$ cat src/rtl/obm_pkg.sv
// Shared types and constants for the overlapping box merge unit.
// Holds the box geometry, request payload structs and coordinate width.
// No dependencies.
`default_nettype none

package obm_pkg;

	localparam int COORD_W = 16;

	// Geometry of one stored box
	typedef struct packed {
		logic signed [COORD_W-1:0] x;
		logic signed [COORD_W-1:0] y;
		logic signed [COORD_W-1:0] w;
		logic signed [COORD_W-1:0] h;
	} geom_t;

	// Incoming box request
	typedef struct packed {
		logic signed [COORD_W-1:0] box_x;
		logic signed [COORD_W-1:0] box_y;
		logic signed [COORD_W-1:0] box_w;
		logic signed [COORD_W-1:0] box_h;
		logic                      final_box;
	} box_req_t;

	// Outgoing merged box request
	typedef struct packed {
		logic signed [COORD_W-1:0] merged_x;
		logic signed [COORD_W-1:0] merged_y;
		logic signed [COORD_W-1:0] merged_w;
		logic signed [COORD_W-1:0] merged_h;
		logic                      last_group;
	} merged_req_t;

endpackage

`default_nettype wire

$ cat src/rtl/obm_box_mem.sv
// Box store: one write port, one read port with registered read data.
// Depends on obm_pkg for the geometry type.
`default_nettype none

module obm_box_mem
	import obm_pkg::*;
#(
	parameter int DEPTH = 32,
	localparam int IDX_W = $clog2(DEPTH)
) (
	input  wire logic             clk,
	input  wire logic             wr_en,
	input  wire logic [IDX_W-1:0] wr_addr,
	input  wire geom_t            wr_data,
	input  wire logic [IDX_W-1:0] rd_addr,
	output geom_t                 rd_data
);

	geom_t mem_q [DEPTH];

	// Write the incoming box
	always_ff @(posedge clk) begin
		if (wr_en) begin
			mem_q[wr_addr] <= wr_data;
		end
	end

	// Register the read data
	always_ff @(posedge clk) begin
		rd_data <= mem_q[rd_addr];
	end

endmodule

`default_nettype wire

$ cat src/rtl/obm_overlap.sv
// Strict overlap test between the group leader and one candidate box.
// Depends on obm_pkg for the geometry type.
`default_nettype none

module obm_overlap
	import obm_pkg::*;
(
	input  wire geom_t lead,
	input  wire geom_t cand,
	output logic       hit
);

	logic signed [COORD_W:0] lx, ly, lr, lb;
	logic signed [COORD_W:0] cx, cy, cr, cb;

	// Form edges at one extra bit so the sums never wrap
	always_comb begin
		lx = {lead.x[COORD_W-1], lead.x};
		ly = {lead.y[COORD_W-1], lead.y};
		lr = {lead.x[COORD_W-1], lead.x} + {lead.w[COORD_W-1], lead.w};
		lb = {lead.y[COORD_W-1], lead.y} + {lead.h[COORD_W-1], lead.h};
		cx = {cand.x[COORD_W-1], cand.x};
		cy = {cand.y[COORD_W-1], cand.y};
		cr = {cand.x[COORD_W-1], cand.x} + {cand.w[COORD_W-1], cand.w};
		cb = {cand.y[COORD_W-1], cand.y} + {cand.h[COORD_W-1], cand.h};
		hit = (lx < cr) && (ly < cb) && (lr > cx) && (lb > cy);
	end

endmodule

`default_nettype wire

$ cat src/rtl/obm_divider.sv
// Iterative signed divider, one quotient bit per cycle, truncating toward zero.
// Divides a wide group sum by the member count. Depends on obm_pkg.
`default_nettype none

module obm_divider
	import obm_pkg::*;
#(
	parameter int CNT_W = 6,
	localparam int SUM_W = COORD_W + CNT_W
) (
	input  wire logic             clk,
	input  wire logic             arst_n,
	input  wire logic             start,
	input  wire logic [SUM_W-1:0] dividend,
	input  wire logic [CNT_W-1:0] divisor,
	output logic                  done,
	output logic [COORD_W-1:0]    quotient
);

	localparam int STEP_W = $clog2(SUM_W + 1);

	logic [SUM_W-1:0]  quo_q;
	logic [CNT_W:0]    rem_q;
	logic [STEP_W-1:0] step_q;
	logic              neg_q;
	logic              done_q;
	logic [CNT_W:0]    trial;
	logic              ge;
	logic [CNT_W:0]    rem_nxt;
	logic [SUM_W-1:0]  mag;
	logic [COORD_W-1:0] q_lo;

	// One restoring step: shift in the next dividend bit, subtract if it fits
	always_comb begin
		trial   = {rem_q[CNT_W-1:0], quo_q[SUM_W-1]};
		ge      = trial >= {1'b0, divisor};
		rem_nxt = ge ? (trial - {1'b0, divisor}) : trial;
		mag     = dividend[SUM_W-1] ? (~dividend + 1'b1) : dividend;
		q_lo    = quo_q[COORD_W-1:0];
	end

	// Sequence the steps
	always_ff @(posedge clk or negedge arst_n) begin
		if (!arst_n) begin
			step_q <= '0;
			done_q <= 1'b0;
		end else begin
			done_q <= 1'b0;
			if (start) begin
				step_q <= STEP_W'(SUM_W);
			end else if (step_q != '0) begin
				step_q <= step_q - 1'b1;
				if (step_q == STEP_W'(1)) begin
					done_q <= 1'b1;
				end
			end
		end
	end

	// Hold the working magnitude and remainder
	always_ff @(posedge clk) begin
		if (start) begin
			quo_q <= mag;
			rem_q <= '0;
			neg_q <= dividend[SUM_W-1];
		end else if (step_q != '0) begin
			quo_q <= {quo_q[SUM_W-2:0], ge};
			rem_q <= rem_nxt;
		end
	end

	assign done     = done_q;
	assign quotient = neg_q ? (~q_lo + 1'b1) : q_lo;

endmodule

`default_nettype wire

$ cat src/rtl/overlapping_box_merge_unit.sv
// Overlapping box merge unit.
// Box requests arrive on box/box_valid/box_stall, one box each. A box with
// final_box set closes the set and starts merging; boxes beyond MAX_BOXES are
// dropped. Loading takes one box per cycle. While merging, box_stall is high.
// Merging walks the stored boxes in order: each unused box leads a group and
// every later unused box that strictly overlaps the leader joins it. Each
// group reads the leader, then visits every later stored box (memory read,
// then overlap test and accumulate), then divides the four sums in turn in
// the shared bit-serial divider (SUM_W = 16 + bits of the box count, 22 at
// 32 boxes). Used boxes are skipped while scanning for the next leader, and
// the result is held in the output register.
// The averaged box is held in an output register on merged/merged_valid
// until merged_stall is low; the sequencer waits there, so a stalled
// receiver only pauses merging. last_group marks the final group, after
// which the unit returns to loading.
// Reset clears the box count, used marks, sequencer and output valid; the
// box store itself needs no clearing since only freshly written entries
// are read.
// Depends on obm_pkg, obm_box_mem, obm_overlap and obm_divider.
`default_nettype none

module overlapping_box_merge_unit
	import obm_pkg::*;
#(
	parameter int MAX_BOXES = 32
) (
	input  wire logic        clk,
	input  wire logic        arst_n,
	input  wire logic        box_valid,
	output logic             box_stall,
	input  wire box_req_t    box,
	output logic             merged_valid,
	input  wire logic        merged_stall,
	output merged_req_t      merged
);

	localparam int IDX_W = $clog2(MAX_BOXES);
	localparam int CNT_W = $clog2(MAX_BOXES + 1);
	localparam int SUM_W = COORD_W + CNT_W;
	localparam int EXT_W = SUM_W - COORD_W;

	localparam logic [1:0] SEL_X = 2'd0;
	localparam logic [1:0] SEL_Y = 2'd1;
	localparam logic [1:0] SEL_W = 2'd2;
	localparam logic [1:0] SEL_H = 2'd3;

	typedef enum logic [6:0] {
		S_LOAD = 7'b0000001,
		S_SCAN = 7'b0000010,
		S_LEAD = 7'b0000100,
		S_RD   = 7'b0001000,
		S_CMP  = 7'b0010000,
		S_DIV  = 7'b0100000,
		S_EMIT = 7'b1000000
	} state_t;

	state_t             state_q;
	logic [CNT_W-1:0]   count_q;
	logic [MAX_BOXES-1:0] used_q;
	logic [IDX_W-1:0]   i_q;
	logic [CNT_W-1:0]   j_q;
	logic [CNT_W-1:0]   j_nxt;
	logic [CNT_W-1:0]   i_nxt;
	logic [CNT_W-1:0]   member_q;
	logic [1:0]         sel_q;
	logic               div_pend_q;
	logic               merged_valid_q;
	merged_req_t        merged_q;
	geom_t              lead_q;
	logic [SUM_W-1:0]   sum_q [4];

	logic               wr_en;
	geom_t              wr_data;
	logic [IDX_W-1:0]   rd_addr;
	geom_t              rd_data;
	logic               hit;
	logic               div_start;
	logic               div_done;
	logic [COORD_W-1:0] div_q;
	logic [MAX_BOXES-1:0] done_mask;
	logic               all_used;

	// Store incoming boxes while there is room
	always_comb begin
		wr_en   = (state_q == S_LOAD) && box_valid && (count_q < CNT_W'(MAX_BOXES));
		wr_data = '{x: box.box_x, y: box.box_y, w: box.box_w, h: box.box_h};
		rd_addr = (state_q == S_SCAN) ? i_q : j_q[IDX_W-1:0];
		j_nxt   = j_q + 1'b1;
		i_nxt   = CNT_W'(i_q) + 1'b1;
	end

	obm_box_mem #(.DEPTH(MAX_BOXES)) u_mem (
		.clk     (clk),
		.wr_en   (wr_en),
		.wr_addr (count_q[IDX_W-1:0]),
		.wr_data (wr_data),
		.rd_addr (rd_addr),
		.rd_data (rd_data)
	);

	obm_overlap u_overlap (
		.lead (lead_q),
		.cand (rd_data),
		.hit  (hit)
	);

	assign div_start = (state_q == S_DIV) && !div_pend_q;

	obm_divider #(.CNT_W(CNT_W)) u_div (
		.clk      (clk),
		.arst_n   (arst_n),
		.start    (div_start),
		.dividend (sum_q[sel_q]),
		.divisor  (member_q),
		.done     (div_done),
		.quotient (div_q)
	);

	// Detect whether every stored box has been taken into a group
	always_comb begin
		for (int k = 0; k < MAX_BOXES; k++) begin
			done_mask[k] = used_q[k] | (CNT_W'(k) >= count_q);
		end
		all_used = &done_mask;
	end

	// Sequence loading, grouping, dividing and emitting
	always_ff @(posedge clk or negedge arst_n) begin
		if (!arst_n) begin
			state_q        <= S_LOAD;
			count_q        <= '0;
			used_q         <= '0;
			i_q            <= '0;
			j_q            <= '0;
			member_q       <= '0;
			sel_q          <= SEL_X;
			div_pend_q     <= 1'b0;
			merged_valid_q <= 1'b0;
		end else begin
			case (state_q)
				S_LOAD: begin
					if (box_valid) begin
						if (count_q < CNT_W'(MAX_BOXES)) begin
							count_q <= count_q + 1'b1;
						end
						if (box.final_box) begin
							i_q     <= '0;
							state_q <= S_SCAN;
						end
					end
				end
				S_SCAN: begin
					if (used_q[i_q]) begin
						i_q <= i_q + 1'b1;
					end else begin
						state_q <= S_LEAD;
					end
				end
				S_LEAD: begin
					used_q[i_q] <= 1'b1;
					member_q    <= CNT_W'(1);
					j_q         <= i_nxt;
					sel_q       <= SEL_X;
					state_q     <= (i_nxt < count_q) ? S_RD : S_DIV;
				end
				S_RD: begin
					state_q <= S_CMP;
				end
				S_CMP: begin
					if (!used_q[j_q[IDX_W-1:0]] && hit) begin
						used_q[j_q[IDX_W-1:0]] <= 1'b1;
						member_q <= member_q + 1'b1;
					end
					j_q     <= j_nxt;
					state_q <= (j_nxt < count_q) ? S_RD : S_DIV;
				end
				S_DIV: begin
					if (!div_pend_q) begin
						div_pend_q <= 1'b1;
					end else if (div_done) begin
						div_pend_q <= 1'b0;
						sel_q      <= sel_q + 1'b1;
						if (sel_q == SEL_H) begin
							merged_valid_q <= 1'b1;
							state_q        <= S_EMIT;
						end
					end
				end
				S_EMIT: begin
					if (!merged_stall) begin
						merged_valid_q <= 1'b0;
						if (merged_q.last_group) begin
							count_q <= '0;
							used_q  <= '0;
							state_q <= S_LOAD;
						end else begin
							i_q     <= i_q + 1'b1;
							state_q <= S_SCAN;
						end
					end
				end
				default: begin
					state_q <= S_LOAD;
				end
			endcase
		end
	end

	// Latch the leader and accumulate member sums
	always_ff @(posedge clk) begin
		if (state_q == S_LEAD) begin
			lead_q   <= rd_data;
			sum_q[0] <= {{EXT_W{rd_data.x[COORD_W-1]}}, rd_data.x};
			sum_q[1] <= {{EXT_W{rd_data.y[COORD_W-1]}}, rd_data.y};
			sum_q[2] <= {{EXT_W{rd_data.w[COORD_W-1]}}, rd_data.w};
			sum_q[3] <= {{EXT_W{rd_data.h[COORD_W-1]}}, rd_data.h};
		end else if ((state_q == S_CMP) && !used_q[j_q[IDX_W-1:0]] && hit) begin
			sum_q[0] <= sum_q[0] + {{EXT_W{rd_data.x[COORD_W-1]}}, rd_data.x};
			sum_q[1] <= sum_q[1] + {{EXT_W{rd_data.y[COORD_W-1]}}, rd_data.y};
			sum_q[2] <= sum_q[2] + {{EXT_W{rd_data.w[COORD_W-1]}}, rd_data.w};
			sum_q[3] <= sum_q[3] + {{EXT_W{rd_data.h[COORD_W-1]}}, rd_data.h};
		end
	end

	// Collect the averaged fields into the output register
	always_ff @(posedge clk) begin
		if ((state_q == S_DIV) && div_pend_q && div_done) begin
			case (sel_q)
				SEL_X: merged_q.merged_x <= div_q;
				SEL_Y: merged_q.merged_y <= div_q;
				SEL_W: merged_q.merged_w <= div_q;
				SEL_H: begin
					merged_q.merged_h   <= div_q;
					merged_q.last_group <= all_used;
				end
				default: merged_q.merged_x <= div_q;
			endcase
		end
	end

	assign box_stall    = (state_q != S_LOAD);
	assign merged_valid = merged_valid_q;
	assign merged       = merged_q;

endmodule

`default_nettype wire
$ cat config.mk
export PLATFORM = sky130hd
export DESIGN_NAME = overlapping_box_merge_unit
export DESIGN_NICKNAME = d
export VERILOG_FILES = /design/src/rtl/obm_pkg.sv /design/src/rtl/obm_box_mem.sv /design/src/rtl/obm_overlap.sv /design/src/rtl/obm_divider.sv /design/src/rtl/overlapping_box_merge_unit.sv
export SDC_FILE = /design/constraint.sdc
export NUM_CORES = 2
export LEC_CHECK = 0
export BUFFER_PORTS_ARGS = -buffer_cell sky130_fd_sc_hd__buf_2
export CORE_UTILIZATION = 50
export DETAILED_ROUTE_END_ITERATION = 8
export PLACE_DENSITY = 0.66
export SYNTH_ARGS = -nofsm -noshare
export SYNTH_HDL_FRONTEND = slang
export SYNTH_SLANG_ARGS = --single-unit
$ cat constraint.sdc
create_clock -name clk -period 10.08 [get_ports clk]
set_input_delay 0.504 -clock clk [delete_from_list [all_inputs] [get_ports clk]]
set_output_delay 0.504 -clock clk [all_outputs]
set_load 0.005 [all_outputs]
# Word-level counts from Yosys, hierarchy flattened
# Memory sizes are Yosys's and may differ from the RTL's. A register that Yosys moved wholly into a read port is not among the register bits.
# Cells that the tools add are included.
dict set report word_totals {
  inputBits 69
  latchBits 0
  regBits 230
  rom_bits 0
  mem_bits_rw 2136
  n_memories 2
}
dict set report classes {
  bitwise_logic 40
  magnitude_cmp 44
  div 0
  n_eq_ne 24
  add_sub_neg 18
  n_reduce_logical 36
  muxes 69
  shift 0
  mul 0
}
# name words word_bits rd rd_clocked_by_memory_dff write_ports line
set mem_list {}
lappend mem_list {u_mem.mem_q 32 64 1 1 1 obm_box_mem.sv:19} ;# geom_t mem_q [DEPTH];
lappend mem_list {sum_q 4 22 5 0 4 overlapping_box_merge_unit.sv:70} ;# logic [SUM_W-1:0] sum_q [4];
# op n
set ops {}
lappend ops {{$mux 22} 7}
lappend ops {{$ge 5x6->1 const A} 16}
lappend ops {{$mux 32} 3}
lappend ops {{$pmux 32 s3} 1}
lappend ops {{$add 22x22->22} 4}
lappend ops {{$add 16x16->17} 4}
lappend ops {{$or 32x32->32} 2}
lappend ops {{$mux 7} 7}
lappend ops {{$pmux 7 s7} 1}
lappend ops {{$ge 4x6->1 const A} 8}
lappend ops {{$mux 6} 8}
lappend ops {{$mux 5} 8}
lappend ops {{$or 1x1->1} 36}
lappend ops {{$pmux 6 s2} 3}
lappend ops {{$gt 17x16->1} 2}
lappend ops {{$lt 16x17->1} 2}
lappend ops {{$reduce_and 32->1} 1}
lappend ops {{$ge 3x6->1 const A} 4}
lappend ops {{$add 22x1->22 const B} 1}
lappend ops {{$not 22->22} 1}
lappend ops {{$mux 1} 20}
lappend ops {{$add 6x1->6 const B} 3}
lappend ops {{$ne 2x2->1 const B} 9}
lappend ops {{$add 16x1->16 const B} 1}
lappend ops {{44 further kinds} 79}

# Longest topological paths before layout
dict set report depth {
  depth_word 10
  ltp_mapped 24
  ltp_nobuf 22
}

# Cells and area by module
# A second synthesis with hierarchy kept.
dict set report unflattened {
  cells_unflattened 5579
  hier_area_um2 103181.5
}
# module area_each_um2 cells_per_inst instances
set by_module_without_submodules {}
lappend by_module_without_submodules {obm_box_mem 78964.5 3096 1}
lappend by_module_without_submodules {overlapping_box_merge_unit 17058.9 1588 1}
lappend by_module_without_submodules {obm_overlap 4619.4 616 1}
lappend by_module_without_submodules {obm_divider 2538.7 279 1}

# Least setup slack after synthesis
# Ideal clock, no wire load.
dict set report synth_timing {
  path_kind {reg-to-reg}
  from {reg state_q[2]}
  to {mem u_mem.mem_q[3][0] (netlist bit) (enable)}
  period_less_slack_ps 8633
  arrival_ps 7989
  setup_slack_ps 1447
  setup_time_ps 644
  stages_incl_launch_ff 9
  n_path_buf 1
  cell_sequence {dfrtp_1 nor2_1 nand2_1 nor4b_1 nand2_1 nor2_1 nand2_1 clkbuf_1 nor4_1}
}
dict set report synth_via {
  elab_chain_cells 5
}
# item line
set synth_lines {}
lappend synth_lines {{from (decl)} overlapping_box_merge_unit.sv:57} ;# state_t state_q;
lappend synth_lines {{from (signal assigned)} overlapping_box_merge_unit.sv:164} ;# state_q <= (i_nxt < count_q) ? S_RD : S_DIV;
lappend synth_lines {{from (signal assigned)} overlapping_box_merge_unit.sv:175} ;# state_q <= (j_nxt < count_q) ? S_RD : S_DIV;
lappend synth_lines {{$eq 7x1->1} overlapping_box_merge_unit.sv:85} ;# wr_en = (state_q == S_LOAD) && box_valid && (count_q < CNT_W'(MAX_BOXES));
lappend synth_lines {{$logic_and 1x1->1 (2 in a row)} overlapping_box_merge_unit.sv:85}
lappend synth_lines {{$mux 1} obm_box_mem.sv:23} ;# if (wr_en) begin
lappend synth_lines {{$mux 1 (implied by the code)} obm_box_mem.sv:24} ;# mem_q[wr_addr] <= wr_data;
lappend synth_lines {{to (decl)} obm_box_mem.sv:19}
# No other way between the ends.

==> run summary <==
Post-synthesis simple-gate area fraction -> 0.0665
Synth area leader -> edfxtp_1
Mapped Area -> 102,000 um^2
Wl on met1 -> 107 mm
RSZ-0062 raised after global routing -> false
Wire length per cell -> 28.1 um
Post-synthesis xor/xnor area fraction -> 0.0148
Power per cell area -> 231 nW/um^2
DRT iter0 DRCs -> 6,162
Mux share of post-synthesis cell area -> 0.123
Yosys warns -> 0
Via-to-Cell Ratio -> 6.17
Post-CTS Setup Repair Bufs -> 0
Port Buffer Count -> 135
Gate power share -> 0.215
Top cells by instance count after synthesis -> edfxtp_1 (2,288), nand2_1 (804), mux4_2 (550)
Worst slew pin tran -> 1350 ps
Share of layout cells above drive strength 1 -> 0.189
Fin crit share -> 0.750
First-pass GRT wire length -> 378 mm
P_sw -> 7.56 mW
Post-Synthesis Cells -> 6,106
Die area -> 207,000 um^2
Crit Path Category -> reg2reg
Seq/Total Area, Yosys -> 0.702
Final RePlAce weighted congestion -> 0.883
Slew HR -> 0.0923
HP Class -> in2reg
Worst Clk Skew -> 44.3 ps
Seq cells post-synth -> 2,430
Net Sw Frac -> 0.286
Vias in the first global route -> 56,200
Number of CTS-inserted buffers -> 237
Ys async rst share -> 0.0296
DR WL met3 -> 20.2 mm
Met2 wire length -> 125 mm
Clk slew on worst S/H paths -> 70 ps
Largest family of logic cells by synthesized area -> multiplexers
Nets@finish -> 6,657
CTS Sinks -> 2,430
Fillers -> 15,500
DRT Wirelength -> 259 mm
Final Max Slew Viols -> 0
CTS Buffer Depth -> 3
Final ANT Viol Nets -> 0
Setup TNS -> 0 ps
Core footprint -> 203,000 um^2
Complex-gate fraction of the synthesized area -> 0.0439
Area taken by multi-input logic gates -> 29,100 um^2
CP Launch Type -> register
Sequential share of power -> 0.450
Initial antenna violation count -> 33
Area contributors post-synth -> edfxtp_1 (67%), mux4_2 (12%), ha_1 (3.1%)
GRT Total Usage -> 0.251
Starting Density -> 0.505
GR Overflow Total -> 0
Via count -> 56,900
Worst EP required -> 10,590 ps
DP Area -> 107,000 um^2
Fmax -> 0.132 GHz
Worst VDD drop -> 0.000219 V
Synth Area in Adders -> 0.0326
Setup-failing EPs final -> 0
Post-synth top area share -> 0.671
Register area -> 71,900 um^2
Most frequent cell after synthesis -> edfxtp_1
Die Y -> 454 um
Post-synth EDFFs -> 2,288
Hold Fails Final Rpt -> 0
Worst Path Max Fanout -> 37
Top Ports -> 136
Leakage power -> 39.5 nW
Cell Rows -> 165
Synthesized net count -> 6,436
Mean Syn Cell Area -> 16.8 um^2
Pint -> 18.8 mW
Worst Setup End Kind -> register
Minimum clock period -> 7560 ps
Post-detail-place hpwl -> 145 mm
Outcome -> complete, no violations
Width of the die -> 454 um
Library cells used by synthesis -> 80
Pre-antenna DRT Iters -> 6
Largest net degree at the start of global routing -> 110
Arr. time, crit path -> 8070 ps
Area delta synth->final -> 11.8%
Share of total power in the clock network -> 0.335
CTS Root Cell -> clkbuf_16
Top layer in use -> met5
Max-Cap Viols -> 0
Post-synth top flop -> edfxtp_1
Clk Latency, worst-skew pair -> 890 ps
Final Instance Area -> 114,000 um^2
# DRC -> 0
H-tree levels -> 4
CTS tree -> yes
[cell type report]
type | instances | area share
timing repair buffer | 264 | 0.0158
inverter | 129 | 0.00424
clock inverter | 159 | 0.0139
multi-input combinational | 3265 | 0.254
tap | 2672 | 0.0292
antenna | 9 | 0.000197
sequential | 2430 | 0.628
clock buffer | 292 | 0.0542
[power groups by stage]
stage | Sequential (mW) | Combinational [mW] | Clock (mW)
5_1_grt | 11.9 | 6.28 | 9.31
3_3_place_gp | 12.1 | 5.58 | 0
2_1_floorplan | 11.9 | 4.01 | 0
3_5_place_dp | 12.1 | 5.64 | 0
6_report | 11.9 | 5.69 | 8.84
4_1_cts | 11.9 | 5.68 | 8.95
[timing repair]
action,in CTS,in global routing
endpoints found under the setup margin,0,0
hold buffers,3,0
hold endpoints to repair,77,0
resized for setup,0,0
[state kept, by name (all words and copies together) (netlist names), 5 cells and up]
name,cells
u_div.quo_q,22
state_q,7
u_mem.rd_data,64
count_q,6
u_mem.mem_q,2048
member_q,6
u_div.rem_q,6
lead_q,64
j_q,6
i_q,5
sum_q,88
u_div.step_q,5
merged,65
used_q,32
[layer usage]
| layer | up-vias | global-route usage |
|---|---|---|
| li1 | 24500 | - |
| met2 | 2375 | 0.408 |
| met3 | 409 | 0.0414 |
| met1 | 29600 | 0.353 |
| met5 | - | 0 |
| met4 | 24 | 0.0690 |
[worst max-delay path, cell delays in order (launching register included)]
cell,delay (ps)
dfxtp_1,400
ha_1,230
inv_1,70
fa_1,410
nor2b_1,130
o21ai_0,130
a21oi_1,290
o21bai_1,130
a21boi_0,250
o31ai_1,160
a2111oi_0,520
o21ai_0,190
a31oi_1,210
ha_1,280
nand4_1,130
o21bai_1,130
a41oi_1,220
a2111oi_1,680
nand4_1,270
and2_1,620
clkinv_2,700
buf_4,530
buf_4,440
[cell usage in the layout, fill, tap and decap left out, drive strengths merged, types with 12 or more instances in the layout]
master / instances
or3: 14
nor2: 117
dfxtp: 70
clkbuf: 292
a21oi: 142
o31ai: 19
o21a: 21
o21bai: 23
xor2: 79
mux4: 550
a211oi: 27
mux2: 14
clkinv: 120
nand2: 804
xnor2: 94
nor2b: 28
and3: 35
a31oi: 32
a2111oi: 12
buf: 261
bufinv: 25
o21ai: 299
and2: 14
ha: 252
nand4: 21
edfxtp: 2288
nand2b: 37
nor3: 43
nand3: 367
dfrtp: 71
a21o: 49
inv: 136
a22oi: 18
nor4: 12
[path summary, 6_finish.rpt]
check | startpoint | endpoint | slack [ps] | depth (start not counted)
worst max-delay path | u_mem.rd_data[48]$_DFF_P_ | sum_q[1][16]$_DFFE_PP_ | 2520 | 22
min in group asynchronous | arst_n | i_q[4]$_DFFE_PN0P_ | 380 | 3
worst min register to register | u_div.rem_q[5]$_SDFFE_PP0P_ | u_div.rem_q[5]$_SDFFE_PP0P_ | 480 | 2
worst max register to register | u_mem.rd_data[48]$_DFF_P_ | sum_q[1][16]$_DFFE_PP_ | 2520 | 22
max in group asynchronous | arst_n | count_q[3]$_DFFE_PN0P_ | 9070 | 3
worst min-delay path | box_valid | count_q[0]$_DFFE_PN0P_ | 70 | 3
[cell families after synthesis]
group / Yosys count
flip-flops: 2430
AND/OR/NAND/NOR: 1527
AO/OA/AOI/OAI: 732
multiplexers: 572
buffers and inverters: 411
adder cells (fa/ha/maj): 261
XOR/XNOR: 173
[stage by stage]
| step | power [mW] | setup slack, ps | hold slack [ps] | instances | util |
|---|---|---|---|---|---|
| after global routing | 27.5 | 1900 | 72.0 | 9215 | 0.565 |
| after CTS | 26.5 | 2500 | 19.5 | 9211 | 0.565 |
| after global placement | 17.6 | 2700 | 443 | 8757 | 0.526 |
| after detailed placement | 17.7 | 2580 | 474 | 8757 | 0.526 |
| after floorplan | 15.9 | 1450 | 208 | 6106 | - |
| final | 26.4 | 2520 | 68.2 | 9220 | 0.565 |
Note: power is estimated with default switching activity, not from simulation.
